$ cat config.mk
export PLATFORM = sky130hd
export DESIGN_NAME = hsv_unique_color_generator_flat
export DESIGN_NICKNAME = d
export VERILOG_FILES = /design/src/rtl/huc_pkg.sv /design/src/rtl/huc_in_if.sv /design/src/rtl/huc_out_if.sv /design/src/rtl/huc_front.sv /design/src/rtl/huc_queue.sv /design/src/rtl/huc_back.sv /design/src/rtl/hsv_unique_color_generator.sv /design/src/flat_wrapper.sv
export SDC_FILE = /design/constraint.sdc
export NUM_CORES = 2
export LEC_CHECK = 0
export ABC_AREA = 1
export BUFFER_PORTS_ARGS = -buffer_cell sky130_fd_sc_hd__buf_4
export CAP_MARGIN = 20
export CORE_UTILIZATION = 40
export DETAILED_ROUTE_END_ITERATION = 8
export GPL_TIMING_DRIVEN = 0
export PLACE_DENSITY = 0.68
export SETUP_SLACK_MARGIN = 0.5
export SYNTH_ARGS = -nofsm -noshare
export SYNTH_HDL_FRONTEND = slang
export SYNTH_SLANG_ARGS = --single-unit
$ cat constraint.sdc
create_clock -name clk -period 8.73 [get_ports clk]
set_input_delay 0.873 -clock clk [delete_from_list [all_inputs] [get_ports clk]]
set_output_delay 0.873 -clock clk [all_outputs]
set_load 0.01 [all_outputs]
$ cat src/rtl/huc_pkg.sv
package huc_pkg;

    localparam int DEFAULT_FRAC_BITS = 16;
    localparam int INDEX_BITS        = 32;
    localparam int QUEUE_DEPTH       = 2;
    localparam int BACK_STAGES       = 3;
    localparam int REG_INDEX_BITS    = 2;

    // golden ratio conjugate as a 32-bit fraction of a turn
    localparam longint unsigned GOLDEN_Q32 = 64'd2654435769;

    typedef enum logic
    {
        CMD_CONVERT = 1'b0,
        CMD_UNIQUE  = 1'b1
    } command_t;

    typedef enum logic [REG_INDEX_BITS-1:0]
    {
        REG_START_HUE  = 2'd0,
        REG_HUE_STEP   = 2'd1,
        REG_SATURATION = 2'd2,
        REG_VALUE      = 2'd3
    } reg_index_t;

    // sextant of the hue circle, named by the colors at its two ends
    typedef enum logic [2:0]
    {
        SEXT_RED_YEL = 3'd0,
        SEXT_YEL_GRN = 3'd1,
        SEXT_GRN_CYN = 3'd2,
        SEXT_CYN_BLU = 3'd3,
        SEXT_BLU_MAG = 3'd4,
        SEXT_MAG_RED = 3'd5
    } sextant_t;

endpackage

$ cat src/rtl/huc_in_if.sv
interface huc_in_if #(
    parameter int FRAC_BITS = huc_pkg::DEFAULT_FRAC_BITS
);
    logic                            valid;
    logic                            ready;
    logic                            command;
    logic [FRAC_BITS-1:0]            hue;
    logic [FRAC_BITS:0]              saturation;
    logic [FRAC_BITS:0]              brightness;
    logic [huc_pkg::INDEX_BITS-1:0]  color_index;

    modport source
    (
        output valid, command, hue, saturation, brightness, color_index,
        input  ready
    );

    modport sink
    (
        input  valid, command, hue, saturation, brightness, color_index,
        output ready
    );
endinterface

$ cat src/rtl/huc_out_if.sv
interface huc_out_if #(
    parameter int FRAC_BITS = huc_pkg::DEFAULT_FRAC_BITS
);
    logic               valid;
    logic               ready;
    logic [FRAC_BITS:0] red;
    logic [FRAC_BITS:0] green;
    logic [FRAC_BITS:0] blue;

    modport source
    (
        output valid, red, green, blue,
        input  ready
    );

    modport sink
    (
        input  valid, red, green, blue,
        output ready
    );
endinterface

$ cat src/rtl/huc_front.sv
module huc_front #(
    parameter int FRAC_BITS = huc_pkg::DEFAULT_FRAC_BITS
) (
    input  logic                 clk,
    input  logic                 rst_n,
    huc_in_if.sink               request,
    input  logic [FRAC_BITS-1:0] start_hue,
    input  logic [FRAC_BITS-1:0] hue_step,
    input  logic [FRAC_BITS:0]   uniq_saturation,
    input  logic [FRAC_BITS:0]   uniq_value,
    output logic                 out_valid,
    input  logic                 out_ready,
    output logic [FRAC_BITS-1:0] out_hue,
    output logic [FRAC_BITS:0]   out_saturation,
    output logic [FRAC_BITS:0]   out_value
);

    logic                   valid_reg;
    logic [FRAC_BITS-1:0]   hue_reg;
    logic [FRAC_BITS:0]     sat_reg;
    logic [FRAC_BITS:0]     val_reg;

    logic [2*FRAC_BITS-1:0] idx_prod;
    logic [FRAC_BITS-1:0]   hue_next;
    logic [FRAC_BITS:0]     sat_next;
    logic [FRAC_BITS:0]     val_next;
    logic                   advance;

    // only the low index bits matter for the product modulo one turn
    assign idx_prod = request.color_index[FRAC_BITS-1:0] * hue_step;

    always_comb
    begin
        if (huc_pkg::command_t'(request.command) == huc_pkg::CMD_UNIQUE)
        begin
            hue_next = start_hue + idx_prod[FRAC_BITS-1:0];
            sat_next = uniq_saturation;
            val_next = uniq_value;
        end
        else
        begin
            hue_next = request.hue;
            sat_next = request.saturation;
            val_next = request.brightness;
        end
    end

    assign advance       = !valid_reg || out_ready;
    assign request.ready = advance;

    always_ff @(posedge clk or negedge rst_n)
    begin
        if (!rst_n)
        begin
            valid_reg <= 1'b0;
        end
        else if (advance)
        begin
            valid_reg <= request.valid;
        end
    end

    always_ff @(posedge clk)
    begin
        if (advance && request.valid)
        begin
            hue_reg <= hue_next;
            sat_reg <= sat_next;
            val_reg <= val_next;
        end
    end

    assign out_valid      = valid_reg;
    assign out_hue        = hue_reg;
    assign out_saturation = sat_reg;
    assign out_value      = val_reg;

endmodule

$ cat src/rtl/huc_queue.sv
module huc_queue #(
    parameter int WIDTH = 50,
    parameter int DEPTH = huc_pkg::QUEUE_DEPTH
) (
    input  logic             clk,
    input  logic             rst_n,
    input  logic             push_valid,
    output logic             push_ready,
    input  logic [WIDTH-1:0] push_data,
    output logic             pop_valid,
    input  logic             pop_ready,
    output logic [WIDTH-1:0] pop_data
);

    localparam int PTR_BITS   = (DEPTH > 1) ? $clog2(DEPTH) : 1;
    localparam int COUNT_BITS = $clog2(DEPTH + 1);

    logic [WIDTH-1:0]      mem [DEPTH];
    logic [PTR_BITS-1:0]   wr_ptr_reg;
    logic [PTR_BITS-1:0]   rd_ptr_reg;
    logic [COUNT_BITS-1:0] count_reg;
    logic                  do_push;
    logic                  do_pop;

    assign push_ready = (count_reg != COUNT_BITS'(DEPTH));
    assign pop_valid  = (count_reg != '0);
    assign pop_data   = mem[rd_ptr_reg];
    assign do_push    = push_valid && push_ready;
    assign do_pop     = pop_valid && pop_ready;

    always_ff @(posedge clk or negedge rst_n)
    begin
        if (!rst_n)
        begin
            wr_ptr_reg <= '0;
            rd_ptr_reg <= '0;
            count_reg  <= '0;
        end
        else
        begin
            if (do_push)
            begin
                wr_ptr_reg <= (wr_ptr_reg == PTR_BITS'(DEPTH - 1)) ? '0 : wr_ptr_reg + 1'b1;
            end
            if (do_pop)
            begin
                rd_ptr_reg <= (rd_ptr_reg == PTR_BITS'(DEPTH - 1)) ? '0 : rd_ptr_reg + 1'b1;
            end
            if (do_push && !do_pop)
            begin
                count_reg <= count_reg + 1'b1;
            end
            else if (do_pop && !do_push)
            begin
                count_reg <= count_reg - 1'b1;
            end
        end
    end

    always_ff @(posedge clk)
    begin
        if (do_push)
        begin
            mem[wr_ptr_reg] <= push_data;
        end
    end

endmodule

$ cat src/rtl/huc_back.sv
module huc_back #(
    parameter int FRAC_BITS = huc_pkg::DEFAULT_FRAC_BITS
) (
    input  logic                 clk,
    input  logic                 rst_n,
    input  logic                 in_valid,
    output logic                 in_ready,
    input  logic [FRAC_BITS-1:0] in_hue,
    input  logic [FRAC_BITS:0]   in_saturation,
    input  logic [FRAC_BITS:0]   in_value,
    huc_out_if.source            color
);

    localparam logic [FRAC_BITS:0] ONE_Q = {1'b1, {FRAC_BITS{1'b0}}};

    // stage a: sextant, fraction, chroma
    logic                    valid_a_reg;
    huc_pkg::sextant_t       sext_a_reg;
    logic [FRAC_BITS-1:0]    frac_a_reg;
    logic [FRAC_BITS+1:0]    c_a_reg;
    logic [FRAC_BITS:0]      v_a_reg;

    // stage b: secondary term and offset
    logic                    valid_b_reg;
    huc_pkg::sextant_t       sext_b_reg;
    logic [FRAC_BITS+1:0]    c_b_reg;
    logic [FRAC_BITS+1:0]    x_b_reg;
    logic signed [FRAC_BITS+2:0] m_b_reg;

    // stage c: output word
    logic                    valid_c_reg;
    logic [FRAC_BITS:0]      red_reg;
    logic [FRAC_BITS:0]      green_reg;
    logic [FRAC_BITS:0]      blue_reg;

    logic                    adv_a;
    logic                    adv_b;
    logic                    adv_c;

    logic [FRAC_BITS+2:0]    h6;
    logic [2*FRAC_BITS+1:0]  sv_prod;
    logic [FRAC_BITS:0]      t_b;
    logic [2*FRAC_BITS+2:0]  ct_prod;
    logic signed [FRAC_BITS+2:0] m_next;
    logic [FRAC_BITS+1:0]    r_pick;
    logic [FRAC_BITS+1:0]    g_pick;
    logic [FRAC_BITS+1:0]    b_pick;

    function automatic logic [FRAC_BITS:0] clamp_unit(
        input logic [FRAC_BITS+1:0]        pick,
        input logic signed [FRAC_BITS+2:0] offs
    );
        logic signed [FRAC_BITS+3:0] sum;
        logic [FRAC_BITS:0]          res;
        sum = $signed({2'b00, pick}) + $signed({offs[FRAC_BITS+2], offs});
        if (sum < 0)
        begin
            res = '0;
        end
        else if (sum > $signed({3'b000, ONE_Q}))
        begin
            res = ONE_Q;
        end
        else
        begin
            res = sum[FRAC_BITS:0];
        end
        return res;
    endfunction

    assign adv_c    = !valid_c_reg || color.ready;
    assign adv_b    = !valid_b_reg || adv_c;
    assign adv_a    = !valid_a_reg || adv_b;
    assign in_ready = adv_a;

    // hue times six as shift-add
    assign h6      = (FRAC_BITS+3)'({in_hue, 2'b00}) + (FRAC_BITS+3)'({in_hue, 1'b0});
    assign sv_prod = in_saturation * in_value;

    // odd sextants fall from chroma, even ones rise
    assign t_b     = sext_a_reg[0] ? (ONE_Q - {1'b0, frac_a_reg}) : {1'b0, frac_a_reg};
    assign ct_prod = c_a_reg * t_b;
    assign m_next  = $signed({2'b00, v_a_reg}) - $signed({1'b0, c_a_reg});

    always_comb
    begin
        unique case (sext_b_reg)
            huc_pkg::SEXT_RED_YEL:
            begin
                r_pick = c_b_reg; g_pick = x_b_reg; b_pick = '0;
            end
            huc_pkg::SEXT_YEL_GRN:
            begin
                r_pick = x_b_reg; g_pick = c_b_reg; b_pick = '0;
            end
            huc_pkg::SEXT_GRN_CYN:
            begin
                r_pick = '0; g_pick = c_b_reg; b_pick = x_b_reg;
            end
            huc_pkg::SEXT_CYN_BLU:
            begin
                r_pick = '0; g_pick = x_b_reg; b_pick = c_b_reg;
            end
            huc_pkg::SEXT_BLU_MAG:
            begin
                r_pick = x_b_reg; g_pick = '0; b_pick = c_b_reg;
            end
            default:
            begin
                r_pick = c_b_reg; g_pick = '0; b_pick = x_b_reg;
            end
        endcase
    end

    always_ff @(posedge clk or negedge rst_n)
    begin
        if (!rst_n)
        begin
            valid_a_reg <= 1'b0;
            valid_b_reg <= 1'b0;
            valid_c_reg <= 1'b0;
        end
        else
        begin
            if (adv_a)
            begin
                valid_a_reg <= in_valid;
            end
            if (adv_b)
            begin
                valid_b_reg <= valid_a_reg;
            end
            if (adv_c)
            begin
                valid_c_reg <= valid_b_reg;
            end
        end
    end

    always_ff @(posedge clk)
    begin
        if (adv_a && in_valid)
        begin
            sext_a_reg <= huc_pkg::sextant_t'(h6[FRAC_BITS+2:FRAC_BITS]);
            frac_a_reg <= h6[FRAC_BITS-1:0];
            c_a_reg    <= sv_prod[2*FRAC_BITS+1:FRAC_BITS];
            v_a_reg    <= in_value;
        end
        if (adv_b && valid_a_reg)
        begin
            sext_b_reg <= sext_a_reg;
            c_b_reg    <= c_a_reg;
            x_b_reg    <= ct_prod[2*FRAC_BITS+1:FRAC_BITS];
            m_b_reg    <= m_next;
        end
        if (adv_c && valid_b_reg)
        begin
            red_reg   <= clamp_unit(r_pick, m_b_reg);
            green_reg <= clamp_unit(g_pick, m_b_reg);
            blue_reg  <= clamp_unit(b_pick, m_b_reg);
        end
    end

    assign color.valid = valid_c_reg;
    assign color.red   = red_reg;
    assign color.green = green_reg;
    assign color.blue  = blue_reg;

endmodule

$ cat src/rtl/hsv_unique_color_generator.sv
// channel  | dir | handshake      | word
// ---------+-----+----------------+------------------------------------------------
// request  | in  | valid / ready  | command, hue, saturation, brightness, color_index
// color    | out | valid / ready  | red, green, blue
// write    | in  | write_enable   | reg_index, write_data
//
// one word per cycle sustained while color is ready; a result passes the front stage, the
// queue, then three back stages before it shows on color, each multiplier
// (index times step, saturation times value, chroma times fraction) in a stage of its own
// a two-entry queue sits between front and back so each side stalls on its own
// rst_n clears all valid flags, queue pointers and loads the configuration defaults
module hsv_unique_color_generator #(
    parameter int FRAC_BITS = huc_pkg::DEFAULT_FRAC_BITS
) (
    input  logic                               clk,
    input  logic                               rst_n,
    huc_in_if.sink                             request,
    huc_out_if.source                          color,
    input  logic                               write_enable,
    input  logic [huc_pkg::REG_INDEX_BITS-1:0] reg_index,
    input  logic [FRAC_BITS:0]                 write_data
);

    localparam longint unsigned ONE_L     = 64'd1 << FRAC_BITS;
    localparam longint unsigned HUE_MASK  = ONE_L - 64'd1;
    localparam longint unsigned RST_START = ((ONE_L * 64'd3) + 64'd5) / 64'd10 & HUE_MASK;
    localparam longint unsigned RST_STEP  = (huc_pkg::GOLDEN_Q32 >> (32 - FRAC_BITS)) & HUE_MASK;
    localparam longint unsigned RST_SAT   = ((ONE_L * 64'd17) + 64'd10) / 64'd20;
    localparam int QWIDTH     = 3 * FRAC_BITS + 2;
    localparam int CAPACITY   = 1 + huc_pkg::QUEUE_DEPTH + huc_pkg::BACK_STAGES;
    localparam int CNT_BITS   = $clog2(CAPACITY + 1);
    localparam logic [FRAC_BITS:0] ONE_Q = {1'b1, {FRAC_BITS{1'b0}}};

    logic [FRAC_BITS-1:0] start_hue_reg;
    logic [FRAC_BITS-1:0] hue_step_reg;
    logic [FRAC_BITS:0]   saturation_reg;
    logic [FRAC_BITS:0]   value_reg;

    logic                 fq_valid;
    logic                 fq_ready;
    logic [FRAC_BITS-1:0] fq_hue;
    logic [FRAC_BITS:0]   fq_sat;
    logic [FRAC_BITS:0]   fq_val;
    logic                 qb_valid;
    logic                 qb_ready;
    logic [QWIDTH-1:0]    qb_data;

    logic [CNT_BITS-1:0]  inflight_reg;
    logic                 in_take;
    logic                 out_take;

    always_ff @(posedge clk or negedge rst_n)
    begin
        if (!rst_n)
        begin
            start_hue_reg  <= FRAC_BITS'(RST_START);
            hue_step_reg   <= FRAC_BITS'(RST_STEP);
            saturation_reg <= (FRAC_BITS+1)'(RST_SAT);
            value_reg      <= ONE_Q;
        end
        else if (write_enable)
        begin
            unique case (huc_pkg::reg_index_t'(reg_index))
                huc_pkg::REG_START_HUE:  start_hue_reg  <= write_data[FRAC_BITS-1:0];
                huc_pkg::REG_HUE_STEP:   hue_step_reg   <= write_data[FRAC_BITS-1:0];
                huc_pkg::REG_SATURATION: saturation_reg <= write_data;
                huc_pkg::REG_VALUE:      value_reg      <= write_data;
                default: ;
            endcase
        end
    end

    huc_front #(
        .FRAC_BITS (FRAC_BITS)
    ) u_front (
        .clk             (clk),
        .rst_n           (rst_n),
        .request         (request),
        .start_hue       (start_hue_reg),
        .hue_step        (hue_step_reg),
        .uniq_saturation (saturation_reg),
        .uniq_value      (value_reg),
        .out_valid       (fq_valid),
        .out_ready       (fq_ready),
        .out_hue         (fq_hue),
        .out_saturation  (fq_sat),
        .out_value       (fq_val)
    );

    huc_queue #(
        .WIDTH (QWIDTH),
        .DEPTH (huc_pkg::QUEUE_DEPTH)
    ) u_queue (
        .clk        (clk),
        .rst_n      (rst_n),
        .push_valid (fq_valid),
        .push_ready (fq_ready),
        .push_data  ({fq_hue, fq_sat, fq_val}),
        .pop_valid  (qb_valid),
        .pop_ready  (qb_ready),
        .pop_data   (qb_data)
    );

    huc_back #(
        .FRAC_BITS (FRAC_BITS)
    ) u_back (
        .clk           (clk),
        .rst_n         (rst_n),
        .in_valid      (qb_valid),
        .in_ready      (qb_ready),
        .in_hue        (qb_data[QWIDTH-1 -: FRAC_BITS]),
        .in_saturation (qb_data[2*FRAC_BITS+1 -: FRAC_BITS+1]),
        .in_value      (qb_data[FRAC_BITS:0]),
        .color         (color)
    );

    // words taken but not yet delivered
    assign in_take  = request.valid && request.ready;
    assign out_take = color.valid && color.ready;

    always_ff @(posedge clk or negedge rst_n)
    begin
        if (!rst_n)
        begin
            inflight_reg <= '0;
        end
        else if (in_take && !out_take)
        begin
            inflight_reg <= inflight_reg + 1'b1;
        end
        else if (out_take && !in_take)
        begin
            inflight_reg <= inflight_reg - 1'b1;
        end
    end

    a_no_phantom_output: assert property (@(posedge clk) disable iff (!rst_n)
        color.valid |-> (inflight_reg != '0))
        else $error("color word without a pending request");

    a_inflight_bound: assert property (@(posedge clk) disable iff (!rst_n)
        inflight_reg <= CNT_BITS'(CAPACITY))
        else $error("more words in flight than storage holds");

    a_clamped: assert property (@(posedge clk) disable iff (!rst_n)
        color.valid |-> (color.red <= ONE_Q && color.green <= ONE_Q && color.blue <= ONE_Q))
        else $error("color component above one");

    a_value_write: assert property (@(posedge clk) disable iff (!rst_n)
        (write_enable && reg_index == huc_pkg::REG_VALUE) |=> (value_reg == $past(write_data)))
        else $error("value register write lost");

endmodule

$ cat src/flat_wrapper.sv
// flat-port wrapper written by rule: the top's interface ports become plain ports
module hsv_unique_color_generator_flat 
#(
    parameter int FRAC_BITS = huc_pkg::DEFAULT_FRAC_BITS
)
  (clk, rst_n, write_enable, reg_index, write_data, request_valid, request_command, request_hue, request_saturation, request_brightness, request_color_index, request_ready, color_valid, color_red, color_green, color_blue, color_ready);
  huc_in_if #(.FRAC_BITS(FRAC_BITS)) request_i ();
  huc_out_if #(.FRAC_BITS(FRAC_BITS)) color_i ();
  input  logic clk;
  input  logic rst_n;
  input  logic write_enable;
  input  logic [huc_pkg::REG_INDEX_BITS-1:0] reg_index;
  input  logic [FRAC_BITS:0] write_data;
  input wire logic [$bits(request_i.valid)-1:0] request_valid;
  input wire logic [$bits(request_i.command)-1:0] request_command;
  input wire logic [$bits(request_i.hue)-1:0] request_hue;
  input wire logic [$bits(request_i.saturation)-1:0] request_saturation;
  input wire logic [$bits(request_i.brightness)-1:0] request_brightness;
  input wire logic [$bits(request_i.color_index)-1:0] request_color_index;
  output wire logic [$bits(request_i.ready)-1:0] request_ready;
  output wire logic [$bits(color_i.valid)-1:0] color_valid;
  output wire logic [$bits(color_i.red)-1:0] color_red;
  output wire logic [$bits(color_i.green)-1:0] color_green;
  output wire logic [$bits(color_i.blue)-1:0] color_blue;
  input wire logic [$bits(color_i.ready)-1:0] color_ready;
  assign request_i.valid = request_valid;
  assign request_i.command = request_command;
  assign request_i.hue = request_hue;
  assign request_i.saturation = request_saturation;
  assign request_i.brightness = request_brightness;
  assign request_i.color_index = request_color_index;
  assign request_ready = request_i.ready;
  assign color_valid = color_i.valid;
  assign color_red = color_i.red;
  assign color_green = color_i.green;
  assign color_blue = color_i.blue;
  assign color_i.ready = color_ready;
  hsv_unique_color_generator #(.FRAC_BITS(FRAC_BITS)) u_core (.clk(clk), .rst_n(rst_n), .request(request_i), .color(color_i), .write_enable(write_enable), .reg_index(reg_index), .write_data(write_data));
endmodule
==> flow_metrics.env <==
export IMPL_post_dp_hpwl_um=95080
export IMPL_cts_htree_levels=2
export IMPL_cts_buffers=42
export IMPL_synthToLayoutAreaGrowth_pct=10.45
export IMPL_crit_type="reg -> reg"
export IMPL_arrival_ns=8.14
export IMPL_first_global_vias=33930
export IMPL_synth_net_count=5990
export IMPL_start_util_pct=40.39
export IMPL_setup_tns_ns=0
export IMPL_clockBufferDepth=3
export IMPL_syn_area_um2=42520
export IMPL_vias=33230
export IMPL_setup_violations=0
export IMPL_wl_um=114900
export IMPL_viasPerCell=5.041
export IMPL_rsz0062_at_grt="yes"
export IMPL_drc=0
export IMPL_ys_types=56
export IMPL_antenna_found_initial=0
export IMPL_yosys_warnings=0
export IMPL_clkSinkCount=386
export IMPL_ys_seq_area_share_pct=26.47
export IMPL_root_buffer="clkbuf_16"
export IMPL_first_pass_iters=6
export IMPL_worst_path_largest_cell_delay_ns=0.53
export IMPL_largest_register_ffs=100
export IMPL_crit_path_end_kind="register"
export IMPL_gp_congestion=0.9892
export IMPL_drtAntennaViolNets=0
export IMPL_worst_pin_slew_ns=1.081
export IMPL_die_h_um=328.0
export IMPL_core_area_um2=105300
export IMPL_finalHoldViolations=0
export IMPL_clk_latency_ns=0.61
export IMPL_fp_row_count=119
export IMPL_wire_per_inst_um=17.42
export IMPL_cts_hold_buf=0
export IMPL_grt_max_degree=75
export IMPL_synthFlopType="edfxtp_1"
export IMPL_synth_edf_count=312
export IMPL_io_buffers=138
export IMPL_cap_viol_max_count=0
export IMPL_post_route_period_util_pct=89.33
export IMPL_grt_ovfl_total=0
export IMPL_max_freq_mhz=128.2
export IMPL_cp_slowest_cell="fa_1"
export IMPL_die_area_um2=107600
export IMPL_fin_nets=6178
export IMPL_clk_pin_slew_ns=0.06
export IMPL_min_period_ns=7.799
export IMPL_io_pins=160
export IMPL_start_kind="register"
export IMPL_drtIter0Drc=2273
export IMPL_yosys_register_bits=386
export IMPL_drive_gt1_share_pct=6.728
export IMPL_slew_headroom_pct=27.17
export IMPL_required_ns=9.07
export IMPL_syn_avg_cell_area_um2=8.536
export IMPL_hp_class="in -> async"
export IMPL_path_max_fanout=10
export IMPL_syn_inst=4981
export IMPL_n_antenna_cell=0
export IMPL_drv_slew=0
export IMPL_synthArstFlopShare_pct=19.17
export IMPL_grt_use_total_pct=21.64
export IMPL_die_x_um=328.0
export IMPL_outcome="finished, final reports clean"
export IMPL_grt_pass1_wl_um=182400
export IMPL_cts_tree="yes"
export IMPL_fin_worst_skew_ns=0.03396
-- Yosys cell counts (4+ instances only) --
| cell | number | share of area, % |
|---|---|---|
| a31oi_1 | 14 | 0.21 |
| a21oi_1 | 172 | 2.0 |
| o21ai_1 | 11 | 0.13 |
| buf_2 | 4 | 0.047 |
| o21bai_1 | 5 | 0.088 |
| inv_1 | 1080 | 9.5 |
| and2_1 | 5 | 0.074 |
| xor2_1 | 82 | 1.7 |
| o21a_1 | 8 | 0.14 |
| nand4_1 | 36 | 0.53 |
| inv_2 | 4 | 0.035 |
| a21o_1 | 7 | 0.12 |
| o211ai_1 | 5 | 0.088 |
| or2_2 | 46 | 0.68 |
| nor4_1 | 9 | 0.13 |
| dfrtp_1 | 46 | 2.7 |
| buf_1 | 5 | 0.044 |
| fa_1 | 541 | 25 |
| o21ai_0 | 195 | 2.3 |
| nor3_1 | 26 | 0.31 |
| dfstp_2 | 28 | 1.7 |
| nand3_1 | 116 | 1.4 |
| nor2_2 | 5 | 0.074 |
| a221oi_1 | 5 | 0.10 |
| nand3b_1 | 9 | 0.16 |
| nand2_2 | 7 | 0.10 |
| ha_1 | 361 | 11 |
| a21oi_2 | 4 | 0.082 |
| nand2_1 | 1193 | 11 |
| o31ai_1 | 6 | 0.11 |
| clkinv_1 | 11 | 0.097 |
| nor2_1 | 382 | 3.4 |
| edfxtp_1 | 312 | 22 |
| xnor2_1 | 40 | 0.82 |
| o22ai_1 | 54 | 0.79 |
| clkbuf_1 | 118 | 1.0 |
-- cell type report --
type | count | area (um2)
Clock inverter | 24 | 272.8
Fill cell | 10170 | 58310
Clock buffer | 53 | 1207
Buffer | 131 | 551.8
Tap cell | 1391 | 1740
Sequential cell | 386 | 11260
Inverter | 1095 | 4118
Multi-Input combinational cell | 3369 | 26660
Timing Repair Buffer | 144 | 1156
-- worst paths after layout --
check | start | endpoint | slack [ns] | cells past startpoint
worst max-delay path | u_core.u_queue.rd_ptr_reg$_DFFE_PN0P_ | u_core.u_back.c_a_reg[6]$_DFFE_PP_ | 0.93 | 30
worst min-delay path | rst_n | u_core.saturation_reg[9]$_DFFE_PN0P_ | 0.40 | 1
worst max register to register | u_core.u_queue.rd_ptr_reg$_DFFE_PN0P_ | u_core.u_back.c_a_reg[6]$_DFFE_PP_ | 0.93 | 30
worst min register to register | u_core.u_back.sext_a_reg[2]$_DFFE_PP_ | u_core.u_back.sext_b_reg[2]$_DFFE_PP_ | 0.42 | 0
max in group asynchronous | rst_n | u_core.u_back.color.valid$_DFFE_PN0P_ | 7.68 | 1
min in group clk | u_core.u_back.sext_a_reg[2]$_DFFE_PP_ | u_core.u_back.sext_b_reg[2]$_DFFE_PP_ | 0.42 | 0
-- placed cells by master, fill, tap and decap left out, types with 6 or more instances in the layout --
| cell type | Yosys | final |
|---|---|---|
| nor2_1 | 382 | 380 |
| dfstp_2 | 28 | 28 |
| buf_4 | 0 | 138 |
| ha_1 | 361 | 361 |
| nor3_1 | 26 | 26 |
| buf_12 | 0 | 6 |
| o22ai_1 | 54 | 54 |
| nand2_1 | 1193 | 1193 |
| a31oi_1 | 14 | 14 |
| o31ai_1 | 6 | 6 |
| xnor2_1 | 40 | 40 |
| inv_1 | 1080 | 1075 |
| nand3b_1 | 9 | 9 |
| inv_2 | 4 | 8 |
| nand2_2 | 7 | 7 |
| clkbuf_16 | 0 | 46 |
| edfxtp_1 | 312 | 312 |
| clkinv_1 | 11 | 17 |
| clkbuf_2 | 1 | 18 |
| nand3_1 | 116 | 116 |
| clkbuf_1 | 118 | 104 |
| o21ai_0 | 195 | 195 |
| fa_1 | 541 | 541 |
| nor4_1 | 9 | 9 |
| nand4_1 | 36 | 36 |
| o21ai_1 | 11 | 11 |
| xor2_1 | 82 | 82 |
| or2_2 | 46 | 46 |
| dfrtp_1 | 46 | 46 |
| a21oi_1 | 172 | 171 |
| o21a_1 | 8 | 8 |
| a21o_1 | 7 | 7 |
-- kinds of logic (layout without fill, tap and decap cells) --
family	after synthesis	in the layout	synth area share (%)
AND/OR/NAND/NOR	1844	1844	17.52
flip-flops	386	386	26.47
adder cells (fa/ha/maj)	902	902	36.10
AO/OA/AOI/OAI	501	501	6.501
buffers and inverters	1226	1447	10.89
XOR/XNOR	122	122	2.513
-- critical path, delay by kind of cell (launching register included) --
kind                     cells  cell delay [ns]
adder cells (fa/ha/maj)      7             3.30
flip-flops                   1             0.46
AO/OA/AOI/OAI                5             1.49
AND/OR/NAND/NOR              8             0.78
buffers and inverters       10             1.50
-- per-stage QoR --
step	utilization, %	hold WS [ns]	cell area [um2]	setup WS, ns	std cells
after global placement	43.03	0.4024	45290	0.5063	6510
after detailed placement	43.17	0.4054	45440	0.4993	6516
after global routing	44.61	0.4324	46960	0.4779	6593
after floorplan	-	0.4003	42520	1.820	4981
final	44.61	0.3955	46960	0.9313	6593
after CTS	44.58	0.4241	46930	0.6432	6593
-- layer usage --
metal / GRT usage [%] / wire [um] / up-vias
met5: 0 / 0 / -
met4: 9.173 / 5284 / 0
met3: 3.285 / 7579 / 274
met2: 36.16 / 53350 / 1281
met1: 27.89 / 48660 / 15920
li1: - / - / 15760
-- what timing repair did --
item	CTS	global route
endpoints found under the setup margin	3	15
buffers inserted	0	0
resized for setup	5	35
pin swaps	0	0
Power is not shown: default switching activity piles up to over one toggle a cycle in this logic, so the estimate is an artifact.
